File: config.mk
export PLATFORM = sky130hd
export DESIGN_NAME = oid_arc_base128_encoder_core
export DESIGN_NICKNAME = d
export VERILOG_FILES = /design/src/hdl/oabe_pkg.sv /design/src/hdl/oabe_front.sv /design/src/hdl/oabe_fifo.sv /design/src/hdl/oabe_back.sv /design/src/hdl/oid_arc_base128_encoder_core.sv
export VERILOG_INCLUDE_DIRS = /design/src /design/src/hdl
export SDC_FILE = /design/constraint.sdc
export NUM_CORES = 1
export LEC_CHECK = 0
export ABC_AREA = 1
export BUFFER_PORTS_ARGS = -buffer_cell sky130_fd_sc_hd__buf_2
export CORE_MARGIN = 2
export CORE_UTILIZATION = 60
export CTS_CLUSTER_DIAMETER = 60
export DETAILED_ROUTE_END_ITERATION = 7
export PLACE_DENSITY = 0.8
export SKIP_LAST_GASP = 1
export SLEW_MARGIN = 10
export SYNTH_ARGS = -nofsm -noshare
export SYNTH_HDL_FRONTEND = slang
export SYNTH_HIERARCHICAL = 1
export SYNTH_SLANG_ARGS = --single-unit
File: constraint.sdc
create_clock -name clk -period 3.4 [get_ports clk]
set_clock_uncertainty 0.1 [all_clocks]
set_input_delay 0.17 -clock clk [delete_from_list [all_inputs] [get_ports clk]]
set_output_delay 0.17 -clock clk [all_outputs]
set_load 0.005 [all_outputs]
File: src/hdl/oid_arc_base128_encoder_core_macros.svh
// assertion macros shared by the encoder modules
`ifndef OID_ARC_BASE128_ENCODER_CORE_MACROS_SVH
`define OID_ARC_BASE128_ENCODER_CORE_MACROS_SVH

// checked on every rising edge outside reset
`define OABE_ASSERT(lbl, prop, msg) \
  lbl: assert property (@(posedge clk) disable iff (!rst_n) prop) else $error(msg);

// checked on every rising edge, reset included
`define OABE_ASSERT_ALWAYS(lbl, prop, msg) \
  lbl: assert property (@(posedge clk) prop) else $error(msg);

`endif

File: src/hdl/oabe_pkg.sv
// types and constants of the object identifier arc encoder
package oabe_pkg;

  localparam int ARC_W = 31;
  localparam int NGRP  = (ARC_W + 6) / 7;
  localparam int GRP_W = (NGRP > 1) ? $clog2(NGRP) : 1;
  localparam int PAD_W = NGRP * 7;

  localparam logic [1:0] ERR_NONE   = 2'd0;
  localparam logic [1:0] ERR_FIRST  = 2'd1;
  localparam logic [1:0] ERR_SECOND = 2'd2;
  localparam logic [1:0] ERR_ORPHAN = 2'd3;

  localparam logic [ARC_W-1:0] FIRST_MAX  = ARC_W'(2);
  localparam logic [ARC_W-1:0] SECOND_MAX = ARC_W'(39);

  typedef struct packed {
    logic [ARC_W-1:0] arc_value;
    logic             first_arc;
    logic             last_arc;
  } in_item_t;

  typedef struct packed {
    logic [7:0] out_byte;
    logic       last_of_run;
    logic       ends_identifier;
    logic [1:0] error_code;
  } out_item_t;

  // one number to emit, or one error beat
  typedef struct packed {
    logic [ARC_W-1:0] value;
    logic [GRP_W-1:0] top_grp;
    logic             ends;
    logic [1:0]       code;
  } job_t;

endpackage

File: src/hdl/oabe_front.sv
// front end: identifier tracking, arc range checks and job building
module oabe_front (
  input  logic                clk,
  input  logic                rst_n,
  input  logic                accept,
  input  oabe_pkg::in_item_t  item,
  output logic                job_push,
  output oabe_pkg::job_t      job
);

  typedef enum logic [1:0] {
    PH_IDLE,
    PH_HELD,
    PH_REST
  } phase_t;

  phase_t     phase_r, phase_nxt;
  logic [1:0] held_r, held_nxt;
  logic       disc_r, disc_nxt;

  logic                         emit;
  logic [oabe_pkg::ARC_W-1:0]   value;
  logic                         ends;
  logic [1:0]                   code;
  logic [oabe_pkg::PAD_W-1:0]   pad;
  logic [oabe_pkg::GRP_W-1:0]   top;
  logic                         arc_lo_ok;
  logic                         arc_mid_ok;

  assign arc_lo_ok  = item.arc_value <= oabe_pkg::FIRST_MAX;
  assign arc_mid_ok = item.arc_value <= oabe_pkg::SECOND_MAX;

  always_comb begin
    phase_nxt = phase_r;
    held_nxt  = held_r;
    disc_nxt  = disc_r;
    emit      = 1'b0;
    value     = '0;
    ends      = 1'b0;
    code      = oabe_pkg::ERR_NONE;
    if (item.first_arc) begin
      disc_nxt  = 1'b0;
      phase_nxt = PH_IDLE;
      if (!arc_lo_ok) begin
        disc_nxt = !item.last_arc;
        emit     = 1'b1;
        ends     = 1'b1;
        code     = oabe_pkg::ERR_FIRST;
      end else if (item.last_arc) begin
        emit  = 1'b1;
        ends  = 1'b1;
        value = oabe_pkg::ARC_W'({item.arc_value[1:0], 5'b0})
              + oabe_pkg::ARC_W'({item.arc_value[1:0], 3'b0});
      end else begin
        held_nxt  = item.arc_value[1:0];
        phase_nxt = PH_HELD;
      end
    end else if (disc_r) begin
      if (item.last_arc) begin
        disc_nxt = 1'b0;
      end
    end else begin
      case (phase_r)
        PH_HELD: begin
          emit = 1'b1;
          if (!arc_mid_ok) begin
            phase_nxt = PH_IDLE;
            disc_nxt  = !item.last_arc;
            ends      = 1'b1;
            code      = oabe_pkg::ERR_SECOND;
          end else begin
            phase_nxt = item.last_arc ? PH_IDLE : PH_REST;
            ends      = item.last_arc;
            value     = oabe_pkg::ARC_W'({held_r, 5'b0})
                      + oabe_pkg::ARC_W'({held_r, 3'b0}) + item.arc_value;
          end
        end
        PH_REST: begin
          emit  = 1'b1;
          ends  = item.last_arc;
          value = item.arc_value;
          if (item.last_arc) begin
            phase_nxt = PH_IDLE;
          end
        end
        default: begin
          emit = 1'b1;
          ends = 1'b1;
          code = oabe_pkg::ERR_ORPHAN;
        end
      endcase
    end
  end

  // index of the most significant non-zero group
  assign pad = oabe_pkg::PAD_W'(value);

  always_comb begin
    top = '0;
    for (int g = 1; g < oabe_pkg::NGRP; g++) begin
      if (pad[7*g +: 7] != 7'd0) begin
        top = oabe_pkg::GRP_W'(g);
      end
    end
  end

  assign job_push    = accept && emit;
  assign job.value   = value;
  assign job.top_grp = top;
  assign job.ends    = ends;
  assign job.code    = code;

  always_ff @(posedge clk) begin
    if (!rst_n) begin
      phase_r <= PH_IDLE;
      held_r  <= 2'd0;
      disc_r  <= 1'b0;
    end else if (accept) begin
      phase_r <= phase_nxt;
      held_r  <= held_nxt;
      disc_r  <= disc_nxt;
    end
  end

endmodule

File: src/hdl/oabe_fifo.sv
// short job queue between front and back end
`include "oid_arc_base128_encoder_core_macros.svh"

module oabe_fifo #(
  parameter int DEPTH = 2
) (
  input  logic           clk,
  input  logic           rst_n,
  input  logic           push,
  input  oabe_pkg::job_t wdata,
  output logic           full,
  input  logic           pop,
  output logic           empty,
  output oabe_pkg::job_t rdata
);

  localparam int PW = $clog2(DEPTH);
  localparam int CW = $clog2(DEPTH + 1);

  oabe_pkg::job_t mem_r [DEPTH];
  logic [PW-1:0]  wptr_r, wptr_nxt;
  logic [PW-1:0]  rptr_r, rptr_nxt;
  logic [CW-1:0]  cnt_r, cnt_nxt;
  logic           do_push;
  logic           do_pop;

  assign full    = cnt_r == CW'(DEPTH);
  assign empty   = cnt_r == '0;
  assign do_push = push && !full;
  assign do_pop  = pop && !empty;
  assign rdata   = mem_r[rptr_r];

  always_comb begin
    wptr_nxt = wptr_r;
    rptr_nxt = rptr_r;
    cnt_nxt  = cnt_r;
    if (do_push) begin
      wptr_nxt = (wptr_r == PW'(DEPTH - 1)) ? '0 : wptr_r + 1'b1;
    end
    if (do_pop) begin
      rptr_nxt = (rptr_r == PW'(DEPTH - 1)) ? '0 : rptr_r + 1'b1;
    end
    if (do_push && !do_pop) begin
      cnt_nxt = cnt_r + 1'b1;
    end else if (do_pop && !do_push) begin
      cnt_nxt = cnt_r - 1'b1;
    end
  end

  always_ff @(posedge clk) begin
    if (!rst_n) begin
      wptr_r <= '0;
      rptr_r <= '0;
      cnt_r  <= '0;
    end else begin
      wptr_r <= wptr_nxt;
      rptr_r <= rptr_nxt;
      cnt_r  <= cnt_nxt;
    end
  end

  always_ff @(posedge clk) begin
    if (do_push) begin
      mem_r[wptr_r] <= wdata;
    end
  end

  `OABE_ASSERT(a_cnt_bound, cnt_r <= CW'(DEPTH), "queue count above depth")
  `OABE_ASSERT(a_no_push_full, push |-> !full, "job pushed into a full queue")
  `OABE_ASSERT(a_cnt_up, (do_push && !do_pop) |=> cnt_r == $past(cnt_r) + 1'b1, "count missed")

endmodule

File: src/hdl/oabe_back.sv
// back end: splits each job into base-128 bytes into the result register
`include "oid_arc_base128_encoder_core_macros.svh"

module oabe_back (
  input  logic                clk,
  input  logic                rst_n,
  input  logic                job_empty,
  input  oabe_pkg::job_t      job,
  output logic                job_pop,
  input  logic                pop,
  output logic                empty,
  output oabe_pkg::out_item_t out_item
);

  oabe_pkg::job_t             job_r, job_nxt;
  logic [oabe_pkg::GRP_W-1:0] grp_r, grp_nxt;
  logic                       busy_r, busy_nxt;
  logic                       ovld_r, ovld_nxt;
  oabe_pkg::out_item_t        out_r, out_nxt;

  logic [oabe_pkg::PAD_W-1:0] pad;
  logic [6:0]                 grp [oabe_pkg::NGRP];
  logic                       slot_free;
  logic                       emit;
  logic                       done;
  logic                       take;

  assign pad = oabe_pkg::PAD_W'(job_r.value);

  always_comb begin
    for (int g = 0; g < oabe_pkg::NGRP; g++) begin
      grp[g] = pad[7*g +: 7];
    end
  end

  assign slot_free = !ovld_r || pop;
  assign emit      = busy_r && slot_free;
  assign done      = emit && (grp_r == '0);
  assign take      = !job_empty && (!busy_r || done);
  assign job_pop   = take;

  always_comb begin
    job_nxt  = job_r;
    grp_nxt  = grp_r;
    busy_nxt = busy_r;
    if (take) begin
      job_nxt  = job;
      grp_nxt  = job.top_grp;
      busy_nxt = 1'b1;
    end else if (done) begin
      busy_nxt = 1'b0;
    end else if (emit) begin
      grp_nxt = grp_r - 1'b1;
    end
  end

  always_comb begin
    ovld_nxt = ovld_r;
    out_nxt  = out_r;
    if (emit) begin
      ovld_nxt                = 1'b1;
      out_nxt.out_byte        = {grp_r != '0, grp[grp_r]};
      out_nxt.last_of_run     = grp_r == '0;
      out_nxt.ends_identifier = job_r.ends;
      out_nxt.error_code      = job_r.code;
    end else if (pop) begin
      ovld_nxt = 1'b0;
    end
  end

  always_ff @(posedge clk) begin
    if (!rst_n) begin
      busy_r <= 1'b0;
      ovld_r <= 1'b0;
    end else begin
      busy_r <= busy_nxt;
      ovld_r <= ovld_nxt;
    end
  end

  always_ff @(posedge clk) begin
    job_r <= job_nxt;
    grp_r <= grp_nxt;
    out_r <= out_nxt;
  end

  assign empty    = !ovld_r;
  assign out_item = out_r;

  `OABE_ASSERT(a_err_single, (ovld_r && out_r.error_code != oabe_pkg::ERR_NONE) |-> (out_r.last_of_run && out_r.ends_identifier && out_r.out_byte == 8'd0), "error beat malformed")
  `OABE_ASSERT(a_cont_bit, ovld_r |-> (out_r.out_byte[7] == !out_r.last_of_run), "continuation bit disagrees with run end")
  `OABE_ASSERT(a_take_idle, take |-> (!busy_r || done), "job taken while a run is unfinished")

endmodule

File: src/hdl/oid_arc_base128_encoder_core.sv
// top level of the object identifier arc base-128 encoder
// Arcs enter one per beat while full is low, through push/full, and leave as
// content bytes, one per beat, through empty/pop. An arc that yields bytes
// gives one byte per 7-bit group, 1 to 5 groups at the 31-bit arc width; a
// held first arc or a dropped arc yields no byte. The back end moves one byte
// per cycle into the result register while that register is empty or being
// popped; the front end checks and combines arcs, and a queue parks up to
// QUEUE_DEPTH jobs (2 or more) so that input keeps flowing while bytes drain.
// Error results are single zero bytes carrying the error code.
module oid_arc_base128_encoder_core #(
  parameter int QUEUE_DEPTH = 2
) (
  input  logic                clk,
  input  logic                rst_n,
  input  logic                push,
  output logic                full,
  input  oabe_pkg::in_item_t  in_item,
  output logic                empty,
  input  logic                pop,
  output oabe_pkg::out_item_t out_item
);

  logic           job_push;
  logic           job_pop;
  logic           job_empty;
  oabe_pkg::job_t job_in;
  oabe_pkg::job_t job_out;

  oabe_front u_front (
    .clk      (clk),
    .rst_n    (rst_n),
    .accept   (push && !full),
    .item     (in_item),
    .job_push (job_push),
    .job      (job_in)
  );

  oabe_fifo #(
    .DEPTH (QUEUE_DEPTH)
  ) u_fifo (
    .clk   (clk),
    .rst_n (rst_n),
    .push  (job_push),
    .wdata (job_in),
    .full  (full),
    .pop   (job_pop),
    .empty (job_empty),
    .rdata (job_out)
  );

  oabe_back u_back (
    .clk       (clk),
    .rst_n     (rst_n),
    .job_empty (job_empty),
    .job       (job_out),
    .job_pop   (job_pop),
    .pop       (pop),
    .empty     (empty),
    .out_item  (out_item)
  );

endmodule
==> reports/qor.csv, run 1 <==
stage,metric,value,unit
yosys,YS warnings,6,
place,Detail Placement HPWL,8.22,mm
die,Die Width,107,um
place,Final GP Congestion,0.890,
die,Die Y,107,um
finish,ANT cells,0,
detailed_routing,routed wire length per instance,16.3,um
timing,unrepaired setup endpoints after global routing,false,
detailed_routing,final WL,12.8,mm
die,die area,0.0115,mm2
clock_network,# H-tree levels,4,
global_routing,initial antenna violation count,0,
timing,Hold Fails Final Rpt,0,
detailed_routing,vias,4238,
worst_setup_path,CP Launch Type,register,
timing,Worst-Margin Slew,1.07,ns
clock_network,clock network latency to the later pin of the worst-skew pair,0.52,ns
finish,Area Overhead vs Synth,18.0,%
hold_path,Worst Hold Class,in2reg,
worst_setup_path,crit-path max FO,17,
worst_setup_path,Critical Path Most Common Cell,inv_1,
power_and_ir_drop,Tot Pwr,6.02,mW
power_and_ir_drop,static leakage,3.08,nW
worst_setup_path,Worst path slowest cell,edfxtp_1,
global_routing,GRT Overall Usage,23.9,%
clock_network,clk slew on worst S/H paths,0.06,ns
worst_setup_path,Worst setup EP type,register,
place,Place WS,0.833,ns
worst_setup_path,reg2reg setup slack,0.78,ns
job,total of max-cap violations,0,
die,initial core utilization,61.9,%
power_and_ir_drop,Power Dens Cells,798,mW/mm2
die,io pins,51,
clock_network,# Post-CTS Setup Buffers,0,
timing,Max Slew Vio Count,0,
yosys,Seq cells post-synth,135,
clock_network,clock sink count,135,
detailed_routing,number of nets with antenna violations after routing,0,
finish,share of layout cells above drive strength 1,23.8,%
finish,Fillers,607,
finish,# nets final,680,
global_routing,grt total ovfl,0,
detailed_routing,DR vias/cell,5.42,
timing,hold_ws,0.0252,ns
timing,Sum Neg Setup Slack,0,ns
global_routing,pin count of the biggest net entering global routing,38,
global_routing,first-pass GRT wire length,20.6,mm
detailed_routing,DR pass1 iterations,5,
global_routing,vias in the first global route,4251,
detailed_routing,Iter 0 DRT Violations,346,
die,core area,0.0103,mm2
clock_network,CTS resizes,0,
die,Core Rows,37,
worst_setup_path,Worst path max stage delay,0.62,ns
clock_network,CTS tree,built,
worst_setup_path,CP required,3.75,ns
yosys,"Seq/Total Area, Yosys",61.6,%
timing,FMAX,382,MHz
finish,"most common cell after layout, fill and taps aside",edfxtp_1,
clock_network,Max Root-Sink Buffers,2,
clock_network,total CTS buffers,17,
worst_setup_path,Arrival @ worst endpoint,2.97,ns
yosys,Mean Syn Cell Area,11.7,um2
detailed_routing,Residual DRC,0,
timing,Final setup viols,0,
clock_network,clk root buf,clkbuf_8,
finish,most frequent cells in the layout,"edfxtp_1 (123), nand2_1 (119), nor2_1 (60)",
timing,Worst slew margin,29.0,%
yosys,Synth cell types,50,
worst_setup_path,worst path cell trace,inv_4 > ha_1 > nand2_4 > nand2_4 > nand3_2 > inv_1 > inv_1 > nor2_1 > inv_1 > ha_1 > inv_1 > nand3_1 > nand2_1 > inv_1 > nor2_1,
clock_network,Post-CTS Hold Buffers,31,
yosys,syn_nets,591,
timing,min setup slack post-route,0.782,ns
yosys,"Cell Area, Synth",0.00639,mm2
timing,crit path time final,2.62,ns
power_and_ir_drop,worst ir drop on vdd,0.342,mV
status,status,"finished, final reports clean",
yosys,Mapped Cells,544,
worst_setup_path,crit path kind,reg2reg,
place,Port Buffers,50,
timing,Final period util,77.0,%
## per-layer routing
metal  up-vias  global-route usage [%]  wire length (um)
li1       2029                       -                 -
met1      1966                    29.9              5270
met2       210                    39.3              6220
met3        33                    5.96               877
met4         0                    11.2               420
met5         -                       0                 0
## worst max-delay path: cells and delay by family (launching register included)
kind	cells	cell delay (ns)
buf+inv	6	0.60
flops	1	0.62
simple gates	7	0.69
fa+ha+maj	2	0.53
## layout make-up
class,count,area (um2),share of cell area (%)
repair buffers,85,591,7.83
multi-input cells,332,2060,27.3
clock buffers,18,418,5.54
flip-flops and latches,135,3940,52.2
clock inverters,14,135,1.79
inverters,62,235,3.12
well taps,136,170,2.26
## registers in the layout, summed over array words and instances, names as in the netlist, named ones only
name             cells
u_back/grp          31
u_fifo/wptr_r        1
u_back/ovld_r        1
u_front/held_r       2
u_fifo/cnt_r         2
u_fifo/rptr_r        1
u_back/out_item     12
u_back/busy_r        1
u_back/grp_r         3
u_front/disc_r       1
u_fifo/mem_r        74
u_back/job_r         3
u_front/phase_r      2
## synth_stat cells, drive strengths merged
| library cell | count | area, um2 |
|---|---|---|
| a211oi | 1 | 7.51 |
| nand2 | 128 | 527 |
| xnor2 | 1 | 8.76 |
| buf | 15 | 170 |
| a21boi | 2 | 15.0 |
| nand3 | 21 | 120 |
| edfxtp | 123 | 3690 |
| xor2 | 3 | 26.3 |
| a21o | 1 | 7.51 |
| a31oi | 2 | 12.5 |
| inv | 61 | 231 |
| nor4 | 2 | 27.5 |
| a311oi | 1 | 15.0 |
| a21oi | 14 | 73.8 |
| a41oi | 1 | 8.76 |
| dfxtp | 12 | 240 |
| mux2 | 37 | 529 |
| fa | 1 | 20.0 |
| o22ai | 1 | 6.26 |
| o211ai | 1 | 7.51 |
| o21ai | 9 | 48.8 |
| nor3b | 1 | 7.51 |
| or3 | 1 | 6.26 |
| nand4 | 13 | 87.6 |
| ha | 9 | 113 |
| clkinv | 1 | 3.75 |
| and3 | 1 | 6.26 |
| nor3 | 14 | 91.3 |
| nor2 | 67 | 278 |
## power breakdown
group | switching [mW] | internal, mW | leakage (nW)
registers | 0.296 | 2.51 | 1.27
logic | 0.876 | 0.646 | 1.55
clock network | 0.659 | 1.03 | 0.261
total | 1.83 | 4.18 | 3.08
## cells by family (layout without fill, tap and decap cells)
group / count (synthesis) / count (layout) / share of synthesized area (%)
xor gates and xnor gates: 4 / 4 / 0.548
and+or+nand+nor: 248 / 248 / 18.0
buffers and inverters: 77 / 179 / 6.34
muxes: 37 / 37 / 8.28
DFF: 135 / 135 / 61.6
adders and majority gates: 10 / 10 / 2.08
AOI/OAI and AO/OA: 33 / 33 / 3.17
## worst paths after layout
check,endpoint,depth (start not counted),startpoint
max,u_fifo/cnt_r[1],15,u_back/grp_r[0]
min,u_front/phase_r[0],3,in_item[1]
max reg2reg,u_fifo/cnt_r[1],15,u_back/grp_r[0]
min reg2reg,u_back/out_item[0],0,u_back/job_r[0]
## per-stage QoR
step | cell area, um2 | instances | utilization, %
after CTS | 7540 | 782 | 73.0
after floorplan | 6390 | 544 | -
after global placement | 6680 | 719 | 64.7
final | 7540 | 782 | 73.0
after global routing | 7540 | 782 | 73.0
after detailed placement | 6680 | 719 | 64.7
(Power assumes the default switching activity.)
==> run 2, diff against run 1 <==
- clock period: 3.4 -> 2.6 ns (I/O delays scaled with it)
==> run 2 against run 1 <==
Via count is 1.5% higher. Combinational power is 46% higher. Cell area is 1.1% higher. Core utilization is 0.78 points higher. Sequential share of layout area is 0.55 points lower. Die area stayed put. Flip-flop and latch count stayed put.
==> reports/qor.csv, run 2 (synthesized netlist as in run 1, its figures left out) <==
stage,metric,value,unit,change
finish,"most common cell after layout, fill and taps aside",edfxtp_1,,
clock_network,Max Root-Sink Buffers,2,,unchanged
timing,FMAX,420,MHz,
power_and_ir_drop,Flop pwr share,45.0,%,-1.6 points
worst_setup_path,Arrival @ worst endpoint,2.75,ns,-0.22 ns
worst_setup_path,CP required,2.97,ns,-0.78 ns
clock_network,clock network latency to the later pin of the worst-skew pair,0.53,ns,about the same
global_routing,pin count of the biggest net entering global routing,38,,unchanged
timing,Worst-Margin Slew,0.605,ns,-0.460 ns
hold_path,Worst Hold Class,in2reg,,
finish,# nets final,689,,+1.3%
worst_setup_path,Worst path slowest cell,dlygate4sd3_1,,
timing,crit path time final,2.38,ns,
place,Port Buffers,50,,unchanged
job,total of max-cap violations,0,,unchanged
die,Die Width,107,um,unchanged
finish,ANT cells,0,,unchanged
detailed_routing,Iter 0 DRT Violations,390,,+13%
status,status,"finished, final reports clean",,
power_and_ir_drop,power share of the clock group,26.6,%,-1.5 points
finish,register area,0.00394,mm2,unchanged
finish,multi-input logic area,0.00206,mm2,+0.12%
global_routing,vias in the first global route,4283,,+0.75%
timing,Worst slew margin,59.4,%,+30 points
worst_setup_path,Worst setup EP type,register,,
die,die area,0.0115,mm2,unchanged
power_and_ir_drop,Psw,2.37,mW,+30%
worst_setup_path,crit path kind,in2reg,,
worst_setup_path,Worst path max stage delay,0.55,ns,-0.07 ns
power_and_ir_drop,logic gate share of total power,28.4,%,+3.1 points
clock_network,# H-tree levels,4,,unchanged
global_routing,grt total ovfl,0,,unchanged
global_routing,initial antenna violation count,0,,unchanged
clock_network,CTS tree,built,,
clock_network,clock sink count,135,,unchanged
timing,Hold Fails Final Rpt,0,,unchanged
timing,Sum Neg Setup Slack,0,ns,unchanged
worst_setup_path,CP Launch Type,input pin,,
worst_setup_path,crit-path max FO,5,,-12
finish,share of layout cells above drive strength 1,24.1,%,+0.28 points
power_and_ir_drop,Tot Pwr,7.80,mW,+30%
power_and_ir_drop,static leakage,3.11,nW,+0.96%
die,core area,0.0103,mm2,unchanged
worst_setup_path,critical path buffer and inverter count,7,,+1
finish,Fillers,630,,+3.8%
timing,Max Slew Vio Count,0,,unchanged
worst_setup_path,Critical Path Most Common Cell,inv_1,,
timing,unrepaired setup endpoints after global routing,false,,
worst_setup_path,family with the most delay on the worst path,simple AND/OR/NAND/NOR gates,,
detailed_routing,routed wire length per instance,16.4,um,+0.14%
detailed_routing,DR pass1 iterations,5,,unchanged
detailed_routing,Residual DRC,0,,unchanged
die,Die Y,107,um,unchanged
power_and_ir_drop,Power Dens Cells,1020,mW/mm2,+28%
clock_network,clk slew on worst S/H paths,0.06,ns,about the same
clock_network,clk root buf,clkbuf_8,,
finish,number of flip-flops in the largest register,74,,unchanged
detailed_routing,vias,4302,,+1.5%
timing,Final setup viols,0,,unchanged
clock_network,# Post-CTS Setup Buffers,0,,unchanged
place,Final GP Congestion,0.890,,about the same
power_and_ir_drop,Pint,5.43,mW,+30%
clock_network,total CTS buffers,17,,unchanged
power_and_ir_drop,worst ir drop on vdd,0.739,mV,+120%
global_routing,first-pass GRT wire length,20.9,mm,+1.5%
global_routing,GRT Overall Usage,24.3,%,+0.41 points
place,Detail Placement HPWL,8.03,mm,-2.3%
timing,Final period util,91.6,%,
die,initial core utilization,61.9,%,unchanged
power_and_ir_drop,sw frac,30.4,%,about the same
worst_setup_path,worst path cell trace,dlygate4sd3_1 > buf_2 > inv_1 > nand2_1 > nor2_1 > nand2_1 > nor2_1 > nand3_1 > nand2_2 > nand3_1 > nand2_1 > inv_1 > o21ai_2 > inv_1 > ha_1 > inv_1 > nand3_1 > nand2_1 > inv_1 > nor2_1,,
detailed_routing,number of nets with antenna violations after routing,0,,unchanged
die,Core Rows,37,,unchanged
detailed_routing,final WL,12.9,mm,+1.3%
finish,"Most flops, register",u_fifo/mem_r,,
finish,most frequent cells in the layout,"edfxtp_1 (123), nand2_1 (119), nor2_1 (59)",,
detailed_routing,DR vias/cell,5.44,,+0.36%
finish,Area Overhead vs Synth,19.2,%,
finish,final core utilization,73.8,%,+0.78 points
die,io pins,51,,unchanged
==> run 2: area by class of cell <==
cell class | count | area share (%)
Clock buffer | 20 | 5.58
Clock inverter | 12 | 1.13
Inverter | 62 | 3.14
Multi-Input combinational cell | 332 | 27.0
Sequential cell | 135 | 51.6
Tap cell | 136 | 2.23
Timing Repair Buffer | 94 | 9.26
==> run 2: tightest hold or removal path: stages <==
cell,delay (ns)
buf_2,0.12
nand2_1,0.06
nand2_1,0.06
nand2_1,0.08
inv_1,0.10
==> run 2: layer usage <==
layer / GRT usage, % / part of all wire, % / up-vias
li1: - / - / 2058
met1: 30.1 / 40 / 2003
met2: 40.5 / 50 / 199
met3: 5.78 / 6.5 / 42
met4: 11.4 / 3.1 / 0
met5: 0 / 0 / -
==> run 2: final timing paths <==
path / start / to / slack, ns / cells after the start
worst max-delay path: in_item[28] / u_fifo/cnt_r[1] / 0.22 / 20
worst min-delay path: in_item[9] / u_fifo/mem_r[0][13] / 0.05 / 5
worst max register to register: u_back/grp_r[0] / u_fifo/cnt_r[1] / 0.29 / 15
worst min register to register: u_back/job_r[0] / u_back/out_item[0] / 0.32 / 0
==> run 2: metrics by stage <==
step	setup WS, ns	hold slack (ns)	std cells	area [um2]
5_1_grt	0.0191	0.0624	791	7620
6_report	0.217	0.0516	791	7620
3_3_place_gp	0.405	0.303	724	6760
3_5_place_dp	0.270	0.307	724	6760
4_1_cts	0.190	0.00695	791	7620
2_1_floorplan	-0.454	0.128	544	6390
==> run 2: power by group through the flow <==
stage / clock (mW) / combinational (mW) / sequential, mW
2_1_floorplan: 0 / 1.69 / 3.48
3_3_place_gp: 0 / 2.06 / 3.51
3_5_place_dp: 0 / 2.12 / 3.54
4_1_cts: 2.11 / 2.21 / 3.52
5_1_grt: 2.19 / 2.44 / 3.58
6_report: 2.08 / 2.22 / 3.51
==> run 2: repair_timing <==
item	4_1_cts	5_1_grt
hold endpoints to repair	72	0
resized for setup	0	2
hold buffers	35	0
endpoints found under the setup margin	0	1
==> run 3, diff against run 2 <==
- PLACE_DENSITY: 0.8 -> 0.89
==> run 3 against run 2 <==
Global-route usage increased by 1.3 points. Core utilization decreased by 0.40 points. Critical path depth unchanged. Routed wire length increased by 7.9%. Combinational power decreased by 2%. Setup slack got worse by 0.13 ns. Non-clock buffer count unchanged. Sequential power increased by 2%. Cell area decreased by 0.54%. Clock-buffer cell count decreased by 1. Fmax decreased by 5.1%.
==> reports/qor.csv, run 3 (synthesized netlist as in run 1, its figures left out) <==
stage,metric,value,unit,change
finish,final core utilization,73.4,%,-0.40 points
worst_setup_path,CP Launch Type,input pin,,
clock_network,clk root buf,clkbuf_8,,
global_routing,first-pass GRT wire length,22.0,mm,+5.3%
finish,share of layout cells above drive strength 1,23.8,%,-0.31 points
clock_network,Max Root-Sink Buffers,2,,unchanged
die,Core Rows,37,,unchanged
timing,Worst slew margin,53.4,%,-5.9 points
timing,FMAX,398,MHz,-5.1%
timing,min setup slack post-route,0.0900,ns,-0.127 ns
place,Port Buffers,50,,unchanged
clock_network,total CTS buffers,17,,unchanged
clock_network,# H-tree levels,4,,unchanged
worst_setup_path,Arrival @ worst endpoint,2.87,ns,+0.12 ns
die,core area,0.0103,mm2,unchanged
place,Detail Placement HPWL,8.54,mm,+6.3%
clock_network,clk slew on worst S/H paths,0.06,ns,about the same
detailed_routing,DR vias/cell,5.62,,+3.4%
detailed_routing,number of nets with antenna violations after routing,0,,unchanged
detailed_routing,DR pass1 iterations,6,,+1
finish,Area Overhead vs Synth,18.6,%,
place,Place WS,0.256,ns,-0.0134 ns
status,status,"finished, final reports clean",,
timing,Sum Neg Setup Slack,0,ns,unchanged
power_and_ir_drop,worst ir drop on vdd,0.657,mV,-11%
timing,Final period util,96.5,%,+4.9 points
hold_path,Worst Hold Class,in2reg,,
power_and_ir_drop,sw frac,31.1,%,+0.69 points
clock_network,clock network latency to the later pin of the worst-skew pair,0.53,ns,about the same
timing,Max Slew Vio Count,0,,unchanged
finish,# nets final,689,,unchanged
detailed_routing,final WL,14.0,mm,+7.9%
die,Die Width,107,um,unchanged
power_and_ir_drop,power share of the clock group,26.5,%,about the same
die,initial core utilization,61.9,%,unchanged
clock_network,clock sink count,135,,unchanged
detailed_routing,Iter 0 DRT Violations,442,,+13%
worst_setup_path,Worst setup EP type,register,,
global_routing,vias in the first global route,4387,,+2.4%
power_and_ir_drop,Psw,2.44,mW,+2.6%
job,total of max-cap violations,0,,unchanged
clock_network,CTS tree,built,,
worst_setup_path,crit-path max FO,5,,unchanged
die,io pins,51,,unchanged
global_routing,pin count of the biggest net entering global routing,38,,unchanged
global_routing,GRT Overall Usage,25.6,%,+1.3 points
detailed_routing,routed wire length per instance,17.7,um,+7.9%
timing,Worst-Margin Slew,0.698,ns,+0.0933 ns
worst_setup_path,CP required,2.96,ns,about the same
power_and_ir_drop,Power Dens Cells,1030,mW/mm2,+0.90%
finish,number of flip-flops in the largest register,74,,unchanged
detailed_routing,Residual DRC,0,,unchanged
finish,"Most flops, register",u_fifo/mem_r,,
power_and_ir_drop,logic gate share of total power,27.7,%,-0.7 points
global_routing,initial antenna violation count,0,,unchanged
global_routing,grt total ovfl,0,,unchanged
clock_network,# Post-CTS Setup Buffers,0,,unchanged
power_and_ir_drop,Pint,5.39,mW,-0.65%
worst_setup_path,crit path kind,in2reg,,
timing,Final setup viols,0,,unchanged
die,Die Y,107,um,unchanged
power_and_ir_drop,Flop pwr share,45.7,%,+0.7 points
power_and_ir_drop,static leakage,3.10,nW,-0.24%
finish,"most common cell after layout, fill and taps aside",edfxtp_1,,
place,Final GP Congestion,0.892,,+0.16%
finish,ANT cells,0,,unchanged
die,die area,0.0115,mm2,unchanged
detailed_routing,vias,4449,,+3.4%
finish,most frequent cells in the layout,"edfxtp_1 (123), nand2_1 (119), nor2_1 (60)",,
timing,unrepaired setup endpoints after global routing,false,,
power_and_ir_drop,Tot Pwr,7.83,mW,+0.35%
timing,Hold Fails Final Rpt,0,,unchanged
timing,crit path time final,2.51,ns,+0.127 ns
==> run 3: cell count changes in the layout (fill, tap and decap cells not counted), sizes merged <==
| cell | change |
|---|---|
| clkbuf | -1 |
| clkinv | +1 |
==> run 3: metal layers <==
layer	up-vias	routed length, um	global-route usage, %	part of all wire [%]
met4	0	418	9.18	3.0
met3	52	1010	5.96	7.2
met2	262	7220	44.8	52
met1	2080	5330	31.0	38
li1	2055	-	-	-
met5	-	0	0	0
==> run 3: repair_timing <==
action / CTS / global route
endpoints found under the setup margin: 0 / 0
hold buffers: 35 / 0
hold endpoints to repair: 74 / 0
gates resized for setup: 0 / 0
==> run 3: worst max-delay path, cell delays in order <==
cell and delay [ns]:
dlygate4sd3_1 0.53, buf_2 0.12, inv_1 0.10, nand2_1 0.07, nor2_1 0.11, nand2_1 0.09, nor2_1 0.23, nand3_1 0.14
nand2_2 0.15, nand3_1 0.13, nand2_1 0.09, inv_1 0.06, o21ai_2 0.11, inv_1 0.11, ha_1 0.33, inv_1 0.09
nand3_1 0.09, nand2_1 0.06, inv_1 0.04, nor2_1 0.10
==> run 3: final cells by class <==
type	instances	area (um2)
timing repair buffer	94	668
multi-input combinational	332	2060
inverter	62	239
clock inverter	13	88.8
fill	590	2750
sequential	135	3940
clock buffer	19	422
tap	136	170
==> run 3: worst paths after layout <==
path                            depth (start not counted)  slack (ns)                from            endpoint
worst max-delay path                                   20        0.09         in_item[31]     u_fifo/cnt_r[1]
worst min-delay path                                    6        0.03                push      u_front/disc_r
worst max register to register                          9        0.15  u_front/phase_r[0]  u_fifo/mem_r[1][4]
worst min register to register                          0        0.32     u_back/job_r[2]  u_back/out_item[2]
==> run 3: power by group through the flow <==
stage	clock network, mW	registers (mW)	logic (mW)
after floorplan	0	3.48	1.69
final	2.08	3.58	2.17
after global routing	2.19	3.64	2.34
after detailed placement	0	3.61	2.05
after global placement	0	3.57	1.95
after CTS	2.08	3.58	2.14
==> run 3: per-stage QoR <==
step,area [um2],hold WS [ns],cells
after detailed placement,6720,0.314,724
final,7580,0.0312,791
after global placement,6720,0.309,724
after floorplan,6390,0.128,544
after global routing,7580,0.0421,791
after CTS,7580,0.0147,791
